`config.mk`:
```
export PLATFORM = sky130hd
export DESIGN_NAME = json_string_unescape_utf8_unit
export DESIGN_NICKNAME = d
export VERILOG_FILES = /design/src/sv/jsu_pkg.sv /design/src/sv/jsu_decode.sv /design/src/sv/json_string_unescape_utf8_unit.sv
export SDC_FILE = /design/constraint.sdc
export NUM_CORES = 1
export LEC_CHECK = 0
export BUFFER_PORTS_ARGS = -buffer_cell sky130_fd_sc_hd__clkbuf_2
export CAP_MARGIN = 20
export CORE_MARGIN = 5
export CORE_UTILIZATION = 62
export CTS_CLUSTER_DIAMETER = 40
export DETAILED_ROUTE_END_ITERATION = 16
export PLACE_DENSITY_LB_ADDON = 0.2
export SYNTH_ARGS = -nofsm -noshare
export SYNTH_HDL_FRONTEND = slang
export SYNTH_HIERARCHICAL = 1
export SYNTH_SLANG_ARGS = --single-unit
```
`constraint.sdc`:
```
create_clock -name clk -period 6.17 [get_ports clk]
set_input_delay 1.851 -clock clk [delete_from_list [all_inputs] [get_ports clk]]
set_output_delay 1.851 -clock clk [all_outputs]
set_load 0.01 [all_outputs]
```
`src/sv/jsu_pkg.sv`:
```
// Shared types, character codes and helper functions for the JSON string
// unescape unit. No dependencies; used by every module of the unit.
package jsu_pkg;

  // Decoder modes
  typedef enum logic [3:0] {
    MODE_IDLE   = 4'd0,
    MODE_STR    = 4'd1,
    MODE_ESC    = 4'd2,
    MODE_HEXHI  = 4'd3,
    MODE_PAIRBS = 4'd4,
    MODE_PAIRU  = 4'd5,
    MODE_HEXLO  = 4'd6
  } mode_t;

  // Kind of a result group
  typedef enum logic [1:0] {
    KIND_BYTE  = 2'd0,
    KIND_DONE  = 2'd1,
    KIND_ERROR = 2'd2
  } kind_t;

  // Error codes
  localparam logic [3:0] ERR_EXPECT_QUOTE  = 4'd0;
  localparam logic [3:0] ERR_CONTROL_CHAR  = 4'd1;
  localparam logic [3:0] ERR_TRUNC_ESCAPE  = 4'd2;
  localparam logic [3:0] ERR_BAD_ESCAPE    = 4'd3;
  localparam logic [3:0] ERR_TRUNC_UNICODE = 4'd4;
  localparam logic [3:0] ERR_BAD_HEX       = 4'd5;
  localparam logic [3:0] ERR_MISSING_LOW   = 4'd6;
  localparam logic [3:0] ERR_BAD_LOW       = 4'd7;
  localparam logic [3:0] ERR_STRAY_LOW     = 4'd8;
  localparam logic [3:0] ERR_UNTERMINATED  = 4'd9;

  // Character codes
  localparam logic [7:0] CH_QUOTE  = 8'h22;
  localparam logic [7:0] CH_BSLASH = 8'h5c;
  localparam logic [7:0] CH_SLASH  = 8'h2f;
  localparam logic [7:0] CH_LOW_B  = 8'h62;
  localparam logic [7:0] CH_LOW_F  = 8'h66;
  localparam logic [7:0] CH_LOW_N  = 8'h6e;
  localparam logic [7:0] CH_LOW_R  = 8'h72;
  localparam logic [7:0] CH_LOW_T  = 8'h74;
  localparam logic [7:0] CH_LOW_U  = 8'h75;
  localparam logic [7:0] CH_SPACE  = 8'h20;
  localparam logic [7:0] CH_BS     = 8'h08;
  localparam logic [7:0] CH_FF     = 8'h0c;
  localparam logic [7:0] CH_LF     = 8'h0a;
  localparam logic [7:0] CH_CR     = 8'h0d;
  localparam logic [7:0] CH_TAB    = 8'h09;

  // Surrogate prefixes (top six bits of a 16-bit code unit)
  localparam logic [5:0] SURR_HIGH = 6'b110110;
  localparam logic [5:0] SURR_LOW  = 6'b110111;
  localparam logic [20:0] SUPP_BASE = 21'h10000;

  // Decoder state
  typedef struct packed {
    mode_t       mode;
    logic [1:0]  hex_cnt;
    logic [15:0] acc;
    logic [9:0]  hi_bits;
  } dec_state_t;

  localparam dec_state_t IDLE_STATE = '{
    mode: MODE_IDLE, hex_cnt: 2'd0, acc: 16'd0, hi_bits: 10'd0
  };

  // Results caused by one input byte: one to four bytes, a done or an error
  typedef struct packed {
    logic            has_result;
    kind_t           kind;
    logic [3:0]      err;
    logic [1:0]      last;
    logic [3:0][7:0] bytes;
  } grp_t;

  typedef struct packed {
    logic       ok;
    logic [3:0] val;
  } hex_t;

  function automatic hex_t hex_decode(logic [7:0] c);
    hex_t h;
    h = '0;
    if (c >= 8'h30 && c <= 8'h39) begin
      h.ok  = 1'b1;
      h.val = c[3:0];
    end else if ((c >= 8'h61 && c <= 8'h66) || (c >= 8'h41 && c <= 8'h46)) begin
      h.ok  = 1'b1;
      h.val = c[3:0] + 4'd9;
    end
    return h;
  endfunction

  function automatic grp_t byte_group(logic [7:0] b);
    grp_t g;
    g = '0;
    g.has_result = 1'b1;
    g.kind       = KIND_BYTE;
    g.bytes[0]   = b;
    return g;
  endfunction

  function automatic grp_t error_group(logic [3:0] code);
    grp_t g;
    g = '0;
    g.has_result = 1'b1;
    g.kind       = KIND_ERROR;
    g.err        = code;
    return g;
  endfunction

  function automatic grp_t done_group();
    grp_t g;
    g = '0;
    g.has_result = 1'b1;
    g.kind       = KIND_DONE;
    return g;
  endfunction

  // Encode a code point of up to 21 bits as one to four UTF-8 bytes
  function automatic grp_t utf8_group(logic [20:0] cp);
    grp_t g;
    g = '0;
    g.has_result = 1'b1;
    g.kind       = KIND_BYTE;
    if (cp <= 21'h7f) begin
      g.bytes[0] = cp[7:0];
      g.last     = 2'd0;
    end else if (cp <= 21'h7ff) begin
      g.bytes[0] = {3'b110, cp[10:6]};
      g.bytes[1] = {2'b10, cp[5:0]};
      g.last     = 2'd1;
    end else if (cp <= 21'hffff) begin
      g.bytes[0] = {4'b1110, cp[15:12]};
      g.bytes[1] = {2'b10, cp[11:6]};
      g.bytes[2] = {2'b10, cp[5:0]};
      g.last     = 2'd2;
    end else begin
      g.bytes[0] = {5'b11110, cp[20:18]};
      g.bytes[1] = {2'b10, cp[17:12]};
      g.bytes[2] = {2'b10, cp[11:6]};
      g.bytes[3] = {2'b10, cp[5:0]};
      g.last     = 2'd3;
    end
    return g;
  endfunction

endpackage

```
`src/sv/jsu_decode.sv`:
```
// Next-state and result logic of the JSON string unescaper for one byte.
// Purely combinational; depends on jsu_pkg.
module jsu_decode (
  input  jsu_pkg::dec_state_t st,
  input  logic [7:0]          data_byte,
  input  logic                input_end,
  output jsu_pkg::dec_state_t st_next,
  output jsu_pkg::grp_t       grp
);

  jsu_pkg::hex_t hx;
  logic [15:0]   acc_shift;
  logic [20:0]   pair_cp;

  // Shift in one hex digit and form the supplementary code point of a pair
  assign hx        = jsu_pkg::hex_decode(data_byte);
  assign acc_shift = {st.acc[11:0], hx.val};
  assign pair_cp   = jsu_pkg::SUPP_BASE + {1'b0, st.hi_bits, acc_shift[9:0]};

  // Decode one byte against the current mode
  always_comb begin
    st_next = st;
    grp     = '0;
    unique case (st.mode)
      jsu_pkg::MODE_STR: begin
        if (input_end) begin
          st_next = jsu_pkg::IDLE_STATE;
          grp     = jsu_pkg::error_group(jsu_pkg::ERR_UNTERMINATED);
        end else if (data_byte == jsu_pkg::CH_QUOTE) begin
          st_next.mode = jsu_pkg::MODE_IDLE;
          grp          = jsu_pkg::done_group();
        end else if (data_byte < jsu_pkg::CH_SPACE) begin
          st_next = jsu_pkg::IDLE_STATE;
          grp     = jsu_pkg::error_group(jsu_pkg::ERR_CONTROL_CHAR);
        end else if (data_byte == jsu_pkg::CH_BSLASH) begin
          st_next.mode = jsu_pkg::MODE_ESC;
        end else begin
          grp = jsu_pkg::byte_group(data_byte);
        end
      end
      jsu_pkg::MODE_ESC: begin
        if (input_end) begin
          st_next = jsu_pkg::IDLE_STATE;
          grp     = jsu_pkg::error_group(jsu_pkg::ERR_TRUNC_ESCAPE);
        end else begin
          st_next.mode = jsu_pkg::MODE_STR;
          case (data_byte) inside
            jsu_pkg::CH_QUOTE, jsu_pkg::CH_BSLASH, jsu_pkg::CH_SLASH:
              grp = jsu_pkg::byte_group(data_byte);
            jsu_pkg::CH_LOW_B: grp = jsu_pkg::byte_group(jsu_pkg::CH_BS);
            jsu_pkg::CH_LOW_F: grp = jsu_pkg::byte_group(jsu_pkg::CH_FF);
            jsu_pkg::CH_LOW_N: grp = jsu_pkg::byte_group(jsu_pkg::CH_LF);
            jsu_pkg::CH_LOW_R: grp = jsu_pkg::byte_group(jsu_pkg::CH_CR);
            jsu_pkg::CH_LOW_T: grp = jsu_pkg::byte_group(jsu_pkg::CH_TAB);
            jsu_pkg::CH_LOW_U: begin
              st_next.mode    = jsu_pkg::MODE_HEXHI;
              st_next.hex_cnt = 2'd0;
              st_next.acc     = 16'd0;
            end
            default: begin
              st_next = jsu_pkg::IDLE_STATE;
              grp     = jsu_pkg::error_group(jsu_pkg::ERR_BAD_ESCAPE);
            end
          endcase
        end
      end
      jsu_pkg::MODE_HEXHI, jsu_pkg::MODE_HEXLO: begin
        if (input_end) begin
          st_next = jsu_pkg::IDLE_STATE;
          grp     = jsu_pkg::error_group(jsu_pkg::ERR_TRUNC_UNICODE);
        end else if (!hx.ok) begin
          st_next = jsu_pkg::IDLE_STATE;
          grp     = jsu_pkg::error_group(jsu_pkg::ERR_BAD_HEX);
        end else if (st.hex_cnt != 2'd3) begin
          st_next.hex_cnt = st.hex_cnt + 2'd1;
          st_next.acc     = acc_shift;
        end else begin
          st_next.hex_cnt = 2'd0;
          st_next.acc     = 16'd0;
          if (st.mode == jsu_pkg::MODE_HEXHI) begin
            if (acc_shift[15:10] == jsu_pkg::SURR_HIGH) begin
              // hold the high half until the low half arrives
              st_next.hi_bits = acc_shift[9:0];
              st_next.mode    = jsu_pkg::MODE_PAIRBS;
            end else if (acc_shift[15:10] == jsu_pkg::SURR_LOW) begin
              st_next = jsu_pkg::IDLE_STATE;
              grp     = jsu_pkg::error_group(jsu_pkg::ERR_STRAY_LOW);
            end else begin
              st_next.mode = jsu_pkg::MODE_STR;
              grp          = jsu_pkg::utf8_group({5'd0, acc_shift});
            end
          end else begin
            if (acc_shift[15:10] != jsu_pkg::SURR_LOW) begin
              st_next = jsu_pkg::IDLE_STATE;
              grp     = jsu_pkg::error_group(jsu_pkg::ERR_BAD_LOW);
            end else begin
              st_next.hi_bits = 10'd0;
              st_next.mode    = jsu_pkg::MODE_STR;
              grp             = jsu_pkg::utf8_group(pair_cp);
            end
          end
        end
      end
      jsu_pkg::MODE_PAIRBS: begin
        if (input_end || data_byte != jsu_pkg::CH_BSLASH) begin
          st_next = jsu_pkg::IDLE_STATE;
          grp     = jsu_pkg::error_group(jsu_pkg::ERR_MISSING_LOW);
        end else begin
          st_next.mode = jsu_pkg::MODE_PAIRU;
        end
      end
      jsu_pkg::MODE_PAIRU: begin
        if (input_end || data_byte != jsu_pkg::CH_LOW_U) begin
          st_next = jsu_pkg::IDLE_STATE;
          grp     = jsu_pkg::error_group(jsu_pkg::ERR_MISSING_LOW);
        end else begin
          st_next.mode    = jsu_pkg::MODE_HEXLO;
          st_next.hex_cnt = 2'd0;
          st_next.acc     = 16'd0;
        end
      end
      default: begin
        // idle and any unused mode: wait for the opening quote
        if (input_end || data_byte != jsu_pkg::CH_QUOTE) begin
          st_next = jsu_pkg::IDLE_STATE;
          grp     = jsu_pkg::error_group(jsu_pkg::ERR_EXPECT_QUOTE);
        end else begin
          st_next      = jsu_pkg::IDLE_STATE;
          st_next.mode = jsu_pkg::MODE_STR;
        end
      end
    endcase
  end

endmodule

```
`src/sv/json_string_unescape_utf8_unit.sv`:
```
// JSON string unescaper to UTF-8: takes one raw byte per transfer, starting
// at the opening quote, and returns the decoded UTF-8 bytes, a done marker on
// the closing quote, or one error result, each run ending with last_of_run.
// Throughput is one input byte per cycle whenever each byte causes at most
// one result and out_stall is low. A byte that completes a \u escape or
// surrogate pair causes up to four results, and the output register delivers
// one result per cycle while out_stall is low, so the next byte that has a
// result of its own waits in the input register until that group drains; a
// byte without a result, such as a hex digit, still passes. An input transfer
// reaches its first result through the input register, then the result
// register. The decoder state advances when a byte leaves the input register.
// No memories. Depends on jsu_pkg and jsu_decode.
module json_string_unescape_utf8_unit (
  input  logic       clk,
  input  logic       rst,
  input  logic       in_valid,
  output logic       in_stall,
  input  logic [7:0] data_byte,
  input  logic       input_end,
  output logic       out_valid,
  input  logic       out_stall,
  output logic [7:0] out_byte,
  output logic       byte_valid,
  output logic       string_done,
  output logic       error_flag,
  output logic [3:0] error_code,
  output logic       last_of_run
);

  logic                s1_valid;
  logic [7:0]          s1_byte;
  logic                s1_end;
  jsu_pkg::dec_state_t st;
  jsu_pkg::dec_state_t st_next;
  jsu_pkg::grp_t       grp_new;
  jsu_pkg::grp_t       grp;
  logic                grp_valid;
  logic [1:0]          grp_idx;
  logic                in_xfer;
  logic                out_xfer;
  logic                grp_drain;
  logic                grp_free;
  logic                s1_adv;

  jsu_decode u_decode (
    .st        (st),
    .data_byte (s1_byte),
    .input_end (s1_end),
    .st_next   (st_next),
    .grp       (grp_new)
  );

  // Handshake: advance the input register when its results have room
  assign out_xfer  = grp_valid && !out_stall;
  assign grp_drain = out_xfer && (grp_idx == grp.last);
  assign grp_free  = !grp_valid || grp_drain;
  assign s1_adv    = s1_valid && (!grp_new.has_result || grp_free);
  assign in_stall  = s1_valid && !s1_adv;
  assign in_xfer   = in_valid && !in_stall;

  // Input register and decoder state
  always_ff @(posedge clk) begin
    if (rst) begin
      s1_valid <= 1'b0;
      st       <= jsu_pkg::IDLE_STATE;
    end else begin
      if (in_xfer) begin
        s1_valid <= 1'b1;
      end else if (s1_adv) begin
        s1_valid <= 1'b0;
      end
      if (s1_adv) begin
        st <= st_next;
      end
    end
  end

  always_ff @(posedge clk) begin
    if (in_xfer) begin
      s1_byte <= data_byte;
      s1_end  <= input_end;
    end
  end

  // Result register: load a group, then step through its bytes
  always_ff @(posedge clk) begin
    if (rst) begin
      grp_valid <= 1'b0;
      grp_idx   <= 2'd0;
    end else if (s1_adv && grp_new.has_result) begin
      grp_valid <= 1'b1;
      grp_idx   <= 2'd0;
    end else if (grp_drain) begin
      grp_valid <= 1'b0;
    end else if (out_xfer) begin
      grp_idx <= grp_idx + 2'd1;
    end
  end

  always_ff @(posedge clk) begin
    if (s1_adv && grp_new.has_result) begin
      grp <= grp_new;
    end
  end

  // Drive result fields from the current group entry
  assign out_valid   = grp_valid;
  assign byte_valid  = (grp.kind == jsu_pkg::KIND_BYTE);
  assign string_done = (grp.kind == jsu_pkg::KIND_DONE);
  assign error_flag  = (grp.kind == jsu_pkg::KIND_ERROR);
  assign out_byte    = byte_valid ? grp.bytes[grp_idx] : 8'd0;
  assign error_code  = grp.err;
  assign last_of_run = (grp_idx == grp.last);

endmodule

```
==> Word-level counts from Yosys, hierarchy flattened <==
Cells that the tools add are included.
{ "classes": {"addsub": 4, "magnitude_cmp": 13, "n_eq_ne": 39, "n_mux": 86, "bitwise_logic": 1, "n_reduce_logical": 30} }
{ "ops": {"columns": ["op", "count"], "rows": [
  ["$mux W41", 20],
  ["$pmux W41 S5", 1],
  ["$mux W32", 5],
  ["$pmux W32 S5", 1],
  ["$mux W22", 7],
  ["$mux W10", 11],
  ["$mux W28", 3],
  ["$mux W40", 2],
  ["$eq A8 B7 Y1 const B", 7],
  ["$mux W24", 2],
  ["$mux W8", 6],
  ["$mux W18", 2],
  ["$mux W16", 2],
  ["$mux W29", 1],
  ["$ne A3 B3 Y1 const B", 8],
  ["$add A17 B20 Y21 const A", 1],
  ["$le A21 B11 Y1 const B", 1],
  ["$le A21 B16 Y1 const B", 1],
  ["$le A21 B7 Y1 const B", 1],
  ["$mux W21", 1],
  ["$mux W20", 1],
  ["$bmux W8 S2", 1],
  ["$eq A8 B6 Y1 const B", 2],
  ["$ge A8 B7 Y1 const B", 2],
  ["other kinds (42)", 84]
]} }
{ "totals": {"ff_bits": 81, "in_bits": 13, "out_inout_bits": 18, "wordCells": 189} }

==> Depth between registers and ports, before layout <==
Gate-level depths: netlist of the first run.
{ "depth": {"ltp_word": 24, "depth_mapped": 16, "ltp_nobuf": 12} }

==> Modules after synthesis <==
Netlist of the first run, hierarchy kept.
{ "modules_own_cells": {"columns": ["module", "instances", "cells_per_inst", "area_each_um2", "seq_area_each_um2"], "rows": [
  ["json_string_unescape_utf8_unit", 1, 207, 3139.3, 2192.1],
  ["jsu_decode", 1, 400, 2499.9, 0.0]
]} }

==> Worst setup path after synthesis of the first run <==
Ideal clock, no wire load.
{ "synth_timing": {"path_type": "register to register", "from": "register s1_byte[0]", "to": "register grp (netlist bit error_code[0]) (enable)", "setup_time_ns": 0.440, "arrival_ns": 4.142, "t_required_ns": 5.730, "path_slack_ns": 1.588, "stages_incl_launch_ff": 13, "cell_sequence": "edfxtp_1 -> clkbuf_1 -> inv_1 -> ha_1 -> o21ba_2 -> o21a_1 -> clkbuf_1 -> nor2_1 -> clkbuf_1 -> a211oi_1 -> o221ai_1 -> nand2_1 -> nor2_1"} }
{ "synth_rtl": {"columns": ["element", "line", "text"], "rows": [
  ["start, declared", "json_string_unescape_utf8_unit.sv:31", "logic [7:0] s1_byte;"],
  ["start signal, assigned", "json_string_unescape_utf8_unit.sv:80", "s1_byte <= data_byte;"],
  ["end signal, assigned", "json_string_unescape_utf8_unit.sv:102", "grp <= grp_new;"],
  ["end, declared", "json_string_unescape_utf8_unit.sv:36", "jsu_pkg::grp_t grp;"]
]} }

==> results of run 1 <==
-- flip-flops by register name (all words and copies together) (netlist names) --
register and cells:
out_valid 1, grp 36, s1_byte 8, s1_end 1
st 28, grp_idx 2, s1_valid 1, error_code 4
-- worst max-delay path by stage --
stage                               end  depth (start not counted)  startpoint  slack, ps
after floorplan           error_code[0]                         12  s1_byte[0]       1590
after global placement         in_stall                          8  s1_byte[3]       1330
after detailed placement       in_stall                         11  s1_byte[0]       1250
after CTS                      in_stall                         11  s1_byte[0]        860
after global routing           in_stall                         10  s1_byte[0]        440
final                          in_stall                         11  s1_byte[0]        810
-- cells in the final DEF (no fill, tap or decap), drive strengths merged, types with 4 or more instances in the layout --
cell     n
a21oi   16
a22o    23
a21o     5
nand3   12
a211oi   7
dfxtp   32
clkbuf  40
nor4     7
nand2b   4
a221o    8
edfxtp  49
mux4     8
and3     7
inv     16
a22oi    4
nor2    87
nor3b    6
ha       8
xnor2    5
o211ai   4
nand4    5
nand2   37
or3      8
o31ai    6
and2    17
o21ai   23
a31oi   11
or4      5
mux2i   37
nand3b   4
buf      4
nor2b    8
nor3    24
conb     4
-- critical path, delay by kind of cell (launching register included) --
kind	cells	cell delay, ps
AND/OR/NAND/NOR	6	1650
flip-flops	1	590
AO/OA/AOI/OAI	2	400
buffers and inverters	2	280
adder cells (fa/ha/maj)	1	250
-- area by class of cell --
| type | instances | area, sq um | share of cell area (%) |
|---|---|---|---|
| clock buffer | 9 | 124 | 2.15 |
| inverter | 13 | 48.8 | 0.846 |
| timing repair buffer | 35 | 198 | 3.43 |
| clock inverter | 7 | 60.1 | 1.04 |
| multi-input combinational | 453 | 3090 | 53.6 |
| tap | 108 | 135 | 2.34 |
| sequential | 81 | 2110 | 36.6 |
-- through the flow --
| stage | instance area, sq um | hold WS (ps) |
|---|---|---|
| global placement | 5550 | 510 |
| global route | 5770 | 602 |
| CTS | 5730 | 574 |
| finish | 5770 | 570 |
| floorplan | 5480 | 461 |
| detailed placement | 5550 | 562 |
-- layer usage --
layer	global-route usage [%]	vias up	wire length, um
met5	0	-	0
met4	9.07	0	542
met3	5.34	56	1460
met2	42.7	282	6850
met1	39.1	2290	6240
li1	-	2236	-
-- report_power, final --
| part | switching, uW | leakage, uW | internal, uW |
|---|---|---|---|
| Combinational | 46.8 | 0.00137 | 31.4 |
| Sequential | 16.6 | 0.000736 | 587 |
| Clock | 218 | 0.0000844 | 152 |
| Total | 281 | 0.00219 | 771 |
==> impl_metrics.py, run 1 <==
metrics = {
    "status": {
        "status": "complete, no violations",
    },
    "critical_path": {
        "critPathCaptureType": "primary output",
        "critPathSlowestCell": "or4_1",
        "crit_type": "flip-flop to primary output",
        "start_kind": "flip-flop",
        "critPathMaxFanout": 11,
        "r2r-start": "s1_byte[3]",
        "rrSetupSlack_ps": 2040,
        "cp_cell_sequence": "inv_1, ha_1, nand3b_1, or3_1, o31ai_1, or4_1, nor3b_1, o221ai_1, nand2_1, nor2_1, clkbuf_2",
        "required_ps": 4320,
        "r2r_cells": 7,
        "slowest_delay_ps": 660,
        "r2r_end": "grp[28]",
        "arrival_ps": 3510,
    },
    "clocking": {
        "cts.path.max_buffers": 2,
        "cts-htree-levels": 3,
        "clockRootBuffer": "clkbuf_8",
        "cts_tree": "built",
        "cts-resized-gates": 0,
        "clock_latency_ps": 360,
        "worst_setup_hold_path_clk_slew_ps": 90,
        "cts_buffers": 9,
        "cts_setup_buffers": 0,
        "cts.sinks": 81,
        "hold_buffers": 0,
    },
    "floorplanning": {
        "die_height_um": 104,
        "start_util_pct": 63.0,
        "ioPinCount": 31,
        "core_region_area_sq_um": 8680,
        "num_rows": 34,
        "die_x_um": 104,
        "die_area_sq_um": 10800,
    },
    "placement": {
        "place_congestion": 0.982,
        "dp.cells": 687,
        "post-place-ws_ps": 1250,
        "io_buffers": 30,
        "hpwl_um": 11200,
    },
    "synthesis": {
        "netlist_area_sq_um": 5470,
        "postSynthAreaPerCell_sq_um": 9.25,
        "ys.warnings.count": 6,
        "synthCells": 591,
    },
    "min_path": {
        "hold_start": "st[26]",
        "worst_hold_path.endpoint": "st[26]",
        "min_path_type": "flip-flop to flip-flop",
        "min_path_cells": 2,
    },
    "route": {
        "route.detailed.drc": 0,
        "first_pass_iters": 5,
        "drt_iter0_markers": 576,
        "ant_nets": 0,
        "wl_per_cell_um": 21.4,
        "totalWireLength_um": 15100,
        "vias": 4864,
        "viasPerCell": 6.89,
    },
    "final_layout": {
        "syn2layout_area_growth_pct": 5.44,
        "antenna_cells": 0,
        "layout.cells.non_filler": 706,
        "final_core_util_pct": 66.5,
        "fillCellCount": 712,
        "layout-drive-gt1-share_pct": 12.7,
        "nNetsFinal": 614,
    },
    "global_routing": {
        "grt_pass1_wl_um": 24200,
        "grt_usage_pct": 27.6,
        "grt_pass1_vias": 4463,
        "grt.overflow.total": 0,
        "antenna_found_initial": 0,
        "grt_max_degree": 43,
    },
    "timing": {
        "final.setup.worst_slack_ps": 811,
        "rsz0062_at_grt": "no",
        "drv_slew": 0,
        "max_freq_mhz": 187,
        "tns_ps": 0,
        "fin_crit_ps": 5360,
        "hold_viol": 0,
        "setup_viol": 0,
        "slew_headroom_pct": 34.7,
        "fin_crit_sh_pct": 86.9,
        "tightestPinTransition_ps": 971,
        "finClkSkew_ps": 21.5,
    },
    "pwr": {
        "cellLeakagePower_uw": 0.00219,
        "p_total_uw": 1050,
        "vdd_ir_drop_max_mv": 0.125,
        "power.density_nw_per_um2": 183,
    },
    "flow_run": {
        "max-cap-violations": 0,
    },
}
No activity file was read; power rests on OpenSTA's default activity.
==> run 2, diff against run 1 <==
- CORE_UTILIZATION: 62 -> 60
==> run 2 against run 1 <==
Utilization fell by 0.57 points. Maximum frequency fell by 0.73%. Sequential power barely moved. Flip-flop and latch count did not move. Register-to-register slack got worse by 180 ps. Clock-buffer cell count did not move. Highest routed layer unchanged.
==> impl_metrics.py, run 2 (synthesized netlist as in run 1, its figures left out) <==
metrics = {
    "floorplanning": {
        "num_rows": 34,
        "core_region_area_sq_um": 8810,
        "die_x_um": 105,
        "ioPinCount": 31,
        "die_area_sq_um": 11100,
        "die_height_um": 105,
        "start_util_pct": 62.1,
    },
    "route": {
        "first_pass_iters": 5,
        "totalWireLength_um": 15500,
        "vias": 4841,
        "ant_nets": 0,
        "route.detailed.drc": 0,
        "viasPerCell": 6.88,
        "wl_per_cell_um": 22.0,
        "drt_iter0_markers": 775,
    },
    "critical_path": {
        "critPathSlowestCell": "or4b_1",
        "arrival_ps": 3550,
        "required_ps": 4320,
        "crit_end": "in_stall",
        "crit_top_cell": "nor2_1",
        "rrSetupSlack_ps": 1860,
        "worst-path-buf-inv": 1,
        "crit_family": "simple AND/OR/NAND/NOR gates",
        "startpoint": "s1_byte[3]",
        "r2r_cells": 7,
        "r2r_end": "grp[28]",
        "crit_type": "flip-flop to primary output",
        "critPathCaptureType": "primary output",
        "start_kind": "flip-flop",
        "cp_cell_sequence": "or4b_1, a311oi_2, nor2_1, a211oi_1, o221ai_1, nand2_1, nor2_1, clkbuf_2",
        "cp.depth": 8,
        "slowest_delay_ps": 670,
        "critPathMaxFanout": 12,
        "r2r-start": "s1_byte[3]",
    },
    "timing": {
        "rsz0062_at_grt": "no",
        "slew_headroom_pct": 22.6,
        "finClkSkew_ps": 26.9,
        "tightestPinTransition_ps": 1150,
        "hold_viol": 0,
        "fin_crit_ps": 5400,
        "tns_ps": 0,
        "drv_slew": 0,
        "setup_viol": 0,
        "fin_crit_sh_pct": 87.5,
        "max_freq_mhz": 185,
    },
    "placement": {
        "place_congestion": 0.992,
        "hpwl_um": 11500,
        "dp.cells": 687,
        "io_buffers": 30,
    },
    "global_routing": {
        "grt_pass1_vias": 4527,
        "grt.overflow.total": 0,
        "grt_usage_pct": 28.2,
        "grt_max_degree": 43,
        "antenna_found_initial": 0,
        "grt_pass1_wl_um": 24700,
    },
    "clocking": {
        "hold_buffers": 0,
        "cts-resized-gates": 0,
        "cts-htree-levels": 3,
        "cts_tree": "built",
        "cts_setup_buffers": 0,
        "worst_setup_hold_path_clk_slew_ps": 100,
        "clock_latency_ps": 390,
        "cts.path.max_buffers": 2,
        "cts.sinks": 81,
        "clockRootBuffer": "clkbuf_8",
        "cts_buffers": 9,
    },
    "final_layout": {
        "multiInputGateArea_sq_um": 3090,
        "reg_top3": "grp (36), st (28), s1_byte (8)",
        "syn2layout_area_growth_pct": 6.09,
        "layout-drive-gt1-share_pct": 12.4,
        "final_cell_mix": "86 x nor2_1, 49 x edfxtp_1, 37 x nand2_1, 37 x mux2i_1, 32 x dfxtp_1",
        "largest_register_ffs": 36,
        "layout_commonest_cell": "nor2_1",
        "final_core_util_pct": 65.9,
        "layout.cells.non_filler": 704,
        "antenna_cells": 0,
        "nNetsFinal": 612,
        "regMostFlops": "grp",
        "area.sequential_sq_um": 2110,
        "fillCellCount": 740,
    },
    "pwr": {
        "vdd_ir_drop_max_mv": 0.0982,
        "cellLeakagePower_uw": 0.00221,
        "power.density_nw_per_um2": 198,
    },
    "flow_run": {
        "max-cap-violations": 0,
    },
    "min_path": {
        "min_path_type": "flip-flop to flip-flop",
    },
    "status": {
        "status": "complete, no violations",
    },
}
## run 2: cell count changes in the layout (fill, tap and decap cells not counted)
cell | previous run | this run
bufinv_16 | 0 | 2
clkinvlp_4 | 3 | 1
buf_4 | 3 | 2
clkbuf_2 | 31 | 30
clkinv_4 | 1 | 0
inv_8 | 1 | 2
## run 2: worst min-delay path by stage
stage / startpoint / to / slack [ps] / depth (start not counted)
2_1_floorplan: st[11] / st[11] / 460 / 2
3_3_place_gp: st[27] / st[27] / 510 / 2
3_5_place_dp: st[27] / st[27] / 540 / 2
4_1_cts: st[27] / st[27] / 560 / 2
5_1_grt: st[27] / st[27] / 570 / 2
6_report: st[27] / st[27] / 560 / 2
## run 2: area by class of cell
class,instances,share of cell area [%]
Tap cell,108,2.33
Clock inverter,7,1.85
Sequential cell,81,36.4
Timing Repair Buffer,33,3.19
Clock buffer,9,2.14
Inverter,13,0.841
Multi-Input combinational cell,453,53.2
## run 2: where the power goes
group | leakage (uW) | internal, uW | switching (uW) | total, uW
Clock | 0.000114 | 236 | 232 | 468
Combinational | 0.00136 | 31.4 | 46.4 | 77.8
Sequential | 0.000736 | 587 | 17.0 | 604
## run 2: per-stage QoR
step                      worst slack, ps  cell area [sq um]  hold WS, ps  total power (uW)
after floorplan                      1590               5480          461               674
after global placement               1300               5550          513               689
after detailed placement             1260               5550          538               692
after CTS                             846               5780          558              1150
after global routing                  538               5800          569              1190
final                                 772               5800          560              1150
## run 2: layer usage
metal	GRT usage [%]	vias to the layer above	part of all wire [%]
met4	10.1	0	3.8
met5	0	-	0
met2	43.6	271	45
li1	-	2221	-
met1	39.1	2293	42
met3	6.05	56	9.8
## run 2: worst register-to-register path, stage by stage (launching register included)
cell,delay (ps)
edfxtp_1,580
or4b_1,670
nor3_1,560
and4_1,410
mux2_2,480
nand2b_1,340
or4_1,720
nor3b_1,340
==> run 3, diff against run 2 <==
- SLEW_MARGIN: not set -> 20
- SYNTH_HIERARCHICAL: 1 -> not set
==> run 3 against run 2 <==
Power shrank 12%. Routed wire length shrank 19%. Utilization shrank 1.0 points. Clock skew shrank 17 ps. Highest routed layer unchanged.
==> impl_metrics.py, run 3 <==
metrics = {
    "status": {
        "status": "complete, no violations",
    },
    "global_routing": {
        "grt_usage_pct": 25.6,
        "grt_pass1_wl_um": 20200,
        "grt_pass1_vias": 3847,
        "grt_max_degree": 32,
        "grt.overflow.total": 0,
        "antenna_found_initial": 0,
    },
    "route": {
        "drt_iter0_markers": 454,
        "ant_nets": 0,
        "first_pass_iters": 7,
        "wl_per_cell_um": 19.0,
        "vias": 4303,
        "dr_wl_met3_um": 1020,
        "route.met2.wl_um": 5670,
        "totalWireLength_um": 12500,
        "met1_length_um": 5540,
        "route.detailed.drc": 0,
        "highest_layer": "met4",
        "viasPerCell": 6.51,
    },
    "min_path": {
        "hold_start": "st[27]",
        "worst_hold_path.endpoint": "st[27]",
        "min_path_cells": 1,
        "min_path_type": "flip-flop to flip-flop",
    },
    "critical_path": {
        "r2r_cells": 11,
        "arrival_ps": 3400,
        "critPathMaxFanout": 10,
        "cp_cell_sequence": "inv_1, ha_1, nand2_1, nor4_1, a221o_1, o2111ai_1, o31ai_1, or2_2, inv_1, clkbuf_2",
        "r2r_end": "grp[21]",
        "crit_type": "flip-flop to primary output",
        "startpoint": "s1_byte[1]",
        "critPathCaptureType": "primary output",
        "start_kind": "flip-flop",
        "r2r-start": "s1_byte[1]",
        "critPathSlowestCell": "edfxtp_1",
        "crit_top_cell": "inv_1",
        "slowest_delay_ps": 550,
        "rrSetupSlack_ps": 2230,
        "required_ps": 4320,
    },
    "flow_run": {
        "max-cap-violations": 0,
    },
    "clocking": {
        "cts-htree-levels": 3,
        "cts.sinks": 76,
        "cts_tree": "built",
        "cts_setup_buffers": 0,
        "cts-resized-gates": 0,
        "clockRootBuffer": "clkbuf_8",
        "cts.path.max_buffers": 2,
        "hold_buffers": 0,
        "cts_buffers": 9,
        "worst_setup_hold_path_clk_slew_ps": 90,
        "clock_latency_ps": 360,
    },
    "timing": {
        "tightestPinTransition_ps": 833,
        "finClkSkew_ps": 9.87,
        "setup_viol": 0,
        "fin_crit_ps": 5250,
        "drv_slew": 0,
        "hold_viol": 0,
        "tns_ps": 0,
        "final.setup.worst_slack_ps": 922,
        "whs_ps": 497,
        "slew_headroom_pct": 44.0,
        "rsz0062_at_grt": "no",
        "max_freq_mhz": 191,
        "fin_crit_sh_pct": 85.1,
    },
    "synthesis": {
        "synthTopCellsByArea": "edfxtp_1 27%, dfxtp_1 13%, nor2_1 3.9%",
        "yosysTopAreaCellShare_pct": 27.3,
        "synth_top_area_cell": "edfxtp_1",
        "synth_edf_count": 45,
        "synthFlopType": "edfxtp_1",
        "synth.most_common_cell": "nor2_1",
        "netlist_area_sq_um": 4960,
        "yosysSeqAreaShare_pct": 39.8,
        "synthCells": 544,
        "async_flop_share_pct": 0,
        "ys.warnings.count": 0,
        "synth-seq-cells": 76,
        "postSynthAreaPerCell_sq_um": 9.11,
        "synth.net_count": 565,
        "ys_types": 75,
        "synthTopCellsByCount": "52 x nor2_1, 45 x edfxtp_1, 44 x nand2_1",
    },
    "final_layout": {
        "layout-drive-gt1-share_pct": 17.6,
        "final_cell_mix": "51 x nor2_1, 45 x edfxtp_1, 44 x nand2_1, 31 x dfxtp_1, 30 x clkbuf_2",
        "regMostFlops": "grp",
        "layout_commonest_cell": "nor2_1",
        "antenna_cells": 0,
        "nNetsFinal": 572,
        "largest_register_ffs": 32,
        "syn2layout_area_growth_pct": 6.41,
        "layout.cells.non_filler": 661,
        "reg_top3": "grp (32), st (27), s1_byte (8)",
        "final_core_util_pct": 64.9,
    },
    "pwr": {
        "combPwrFrac_pct": 6.8,
        "power.switching_uw": 273,
        "cellLeakagePower_uw": 0.00180,
        "vdd_ir_drop_max_mv": 0.103,
        "power.internal_uw": 734,
        "p_clk_share_pct": 36.9,
        "swShare_pct": 27.1,
        "pwr-share-seq_pct": 56.3,
        "power.density_nw_per_um2": 191,
    },
    "floorplanning": {
        "ioPinCount": 31,
        "die_x_um": 101,
        "core_region_area_sq_um": 8130,
        "die_area_sq_um": 10200,
        "die_height_um": 101,
        "num_rows": 33,
        "start_util_pct": 61.0,
    },
    "placement": {
        "hpwl_um": 9400,
        "post-place-ws_ps": 1440,
        "io_buffers": 30,
        "place_congestion": 0.957,
        "dp.cells": 644,
    },
}
run 3: how the worst max path moves through the flow:
stage / end / slack (ps) / depth (start not counted)
after detailed placement: in_stall / 1440 / 10
after global routing: in_stall / 740 / 10
after floorplan: in_stall / 1980 / 3
after global placement: in_stall / 1530 / 10
final: in_stall / 920 / 10
after CTS: in_stall / 1020 / 10
run 3: cell type report:
class	count	area [sq um]
Clock buffer	9	124
Sequential cell	76	1970
Multi-Input combinational cell	405	2710
Tap cell	105	131
Fill cell	677	2860
Clock inverter	7	70.1
Timing Repair Buffer	32	169
Inverter	27	101
run 3: cell families (layout without fill, tap and decap cells):
family / after synthesis / after routing / share of synthesized area, %
adder cells (fa/ha/maj): 8 / 8 / 2.02
AO/OA/AOI/OAI: 146 / 146 / 20.6
AND/OR/NAND/NOR: 228 / 228 / 25.6
buffers and inverters: 63 / 75 / 5.75
multiplexers: 17 / 17 / 5.22
XOR/XNOR: 6 / 6 / 1.06
flip-flops: 76 / 76 / 39.8
run 3: per-stage QoR:
stage,total power (uW),cell area [sq um]
floorplan,626,4960
global placement,645,5070
detailed placement,646,5070
CTS,1010,5260
global route,1040,5280
finish,1010,5280
run 3: critical path, delay by kind of cell (launching register included):
kind / cells / cell delay [ps]
AOI/OAI and AO/OA: 3 / 980
and+or+nand+nor: 3 / 910
buffers and inverters: 3 / 370
DFF: 1 / 550
adders and majority gates: 1 / 230
run 3: metal layers:
layer | global-route usage [%] | up-vias
met2 | 39.4 | 214
met5 | 0 | -
met3 | 3.74 | 26
met4 | 9.41 | 0
li1 | - | 2041
met1 | 36.7 | 2022
run 3: power by group through the flow:
stage               combinational, uW  sequential, uW  clock (uW)
finish                           68.5             567         372
global route                     75.0             570         398
CTS                              67.1             567         373
detailed placement               66.6             579           0
global placement                 66.9             578           0
floorplan                        57.4             569           0
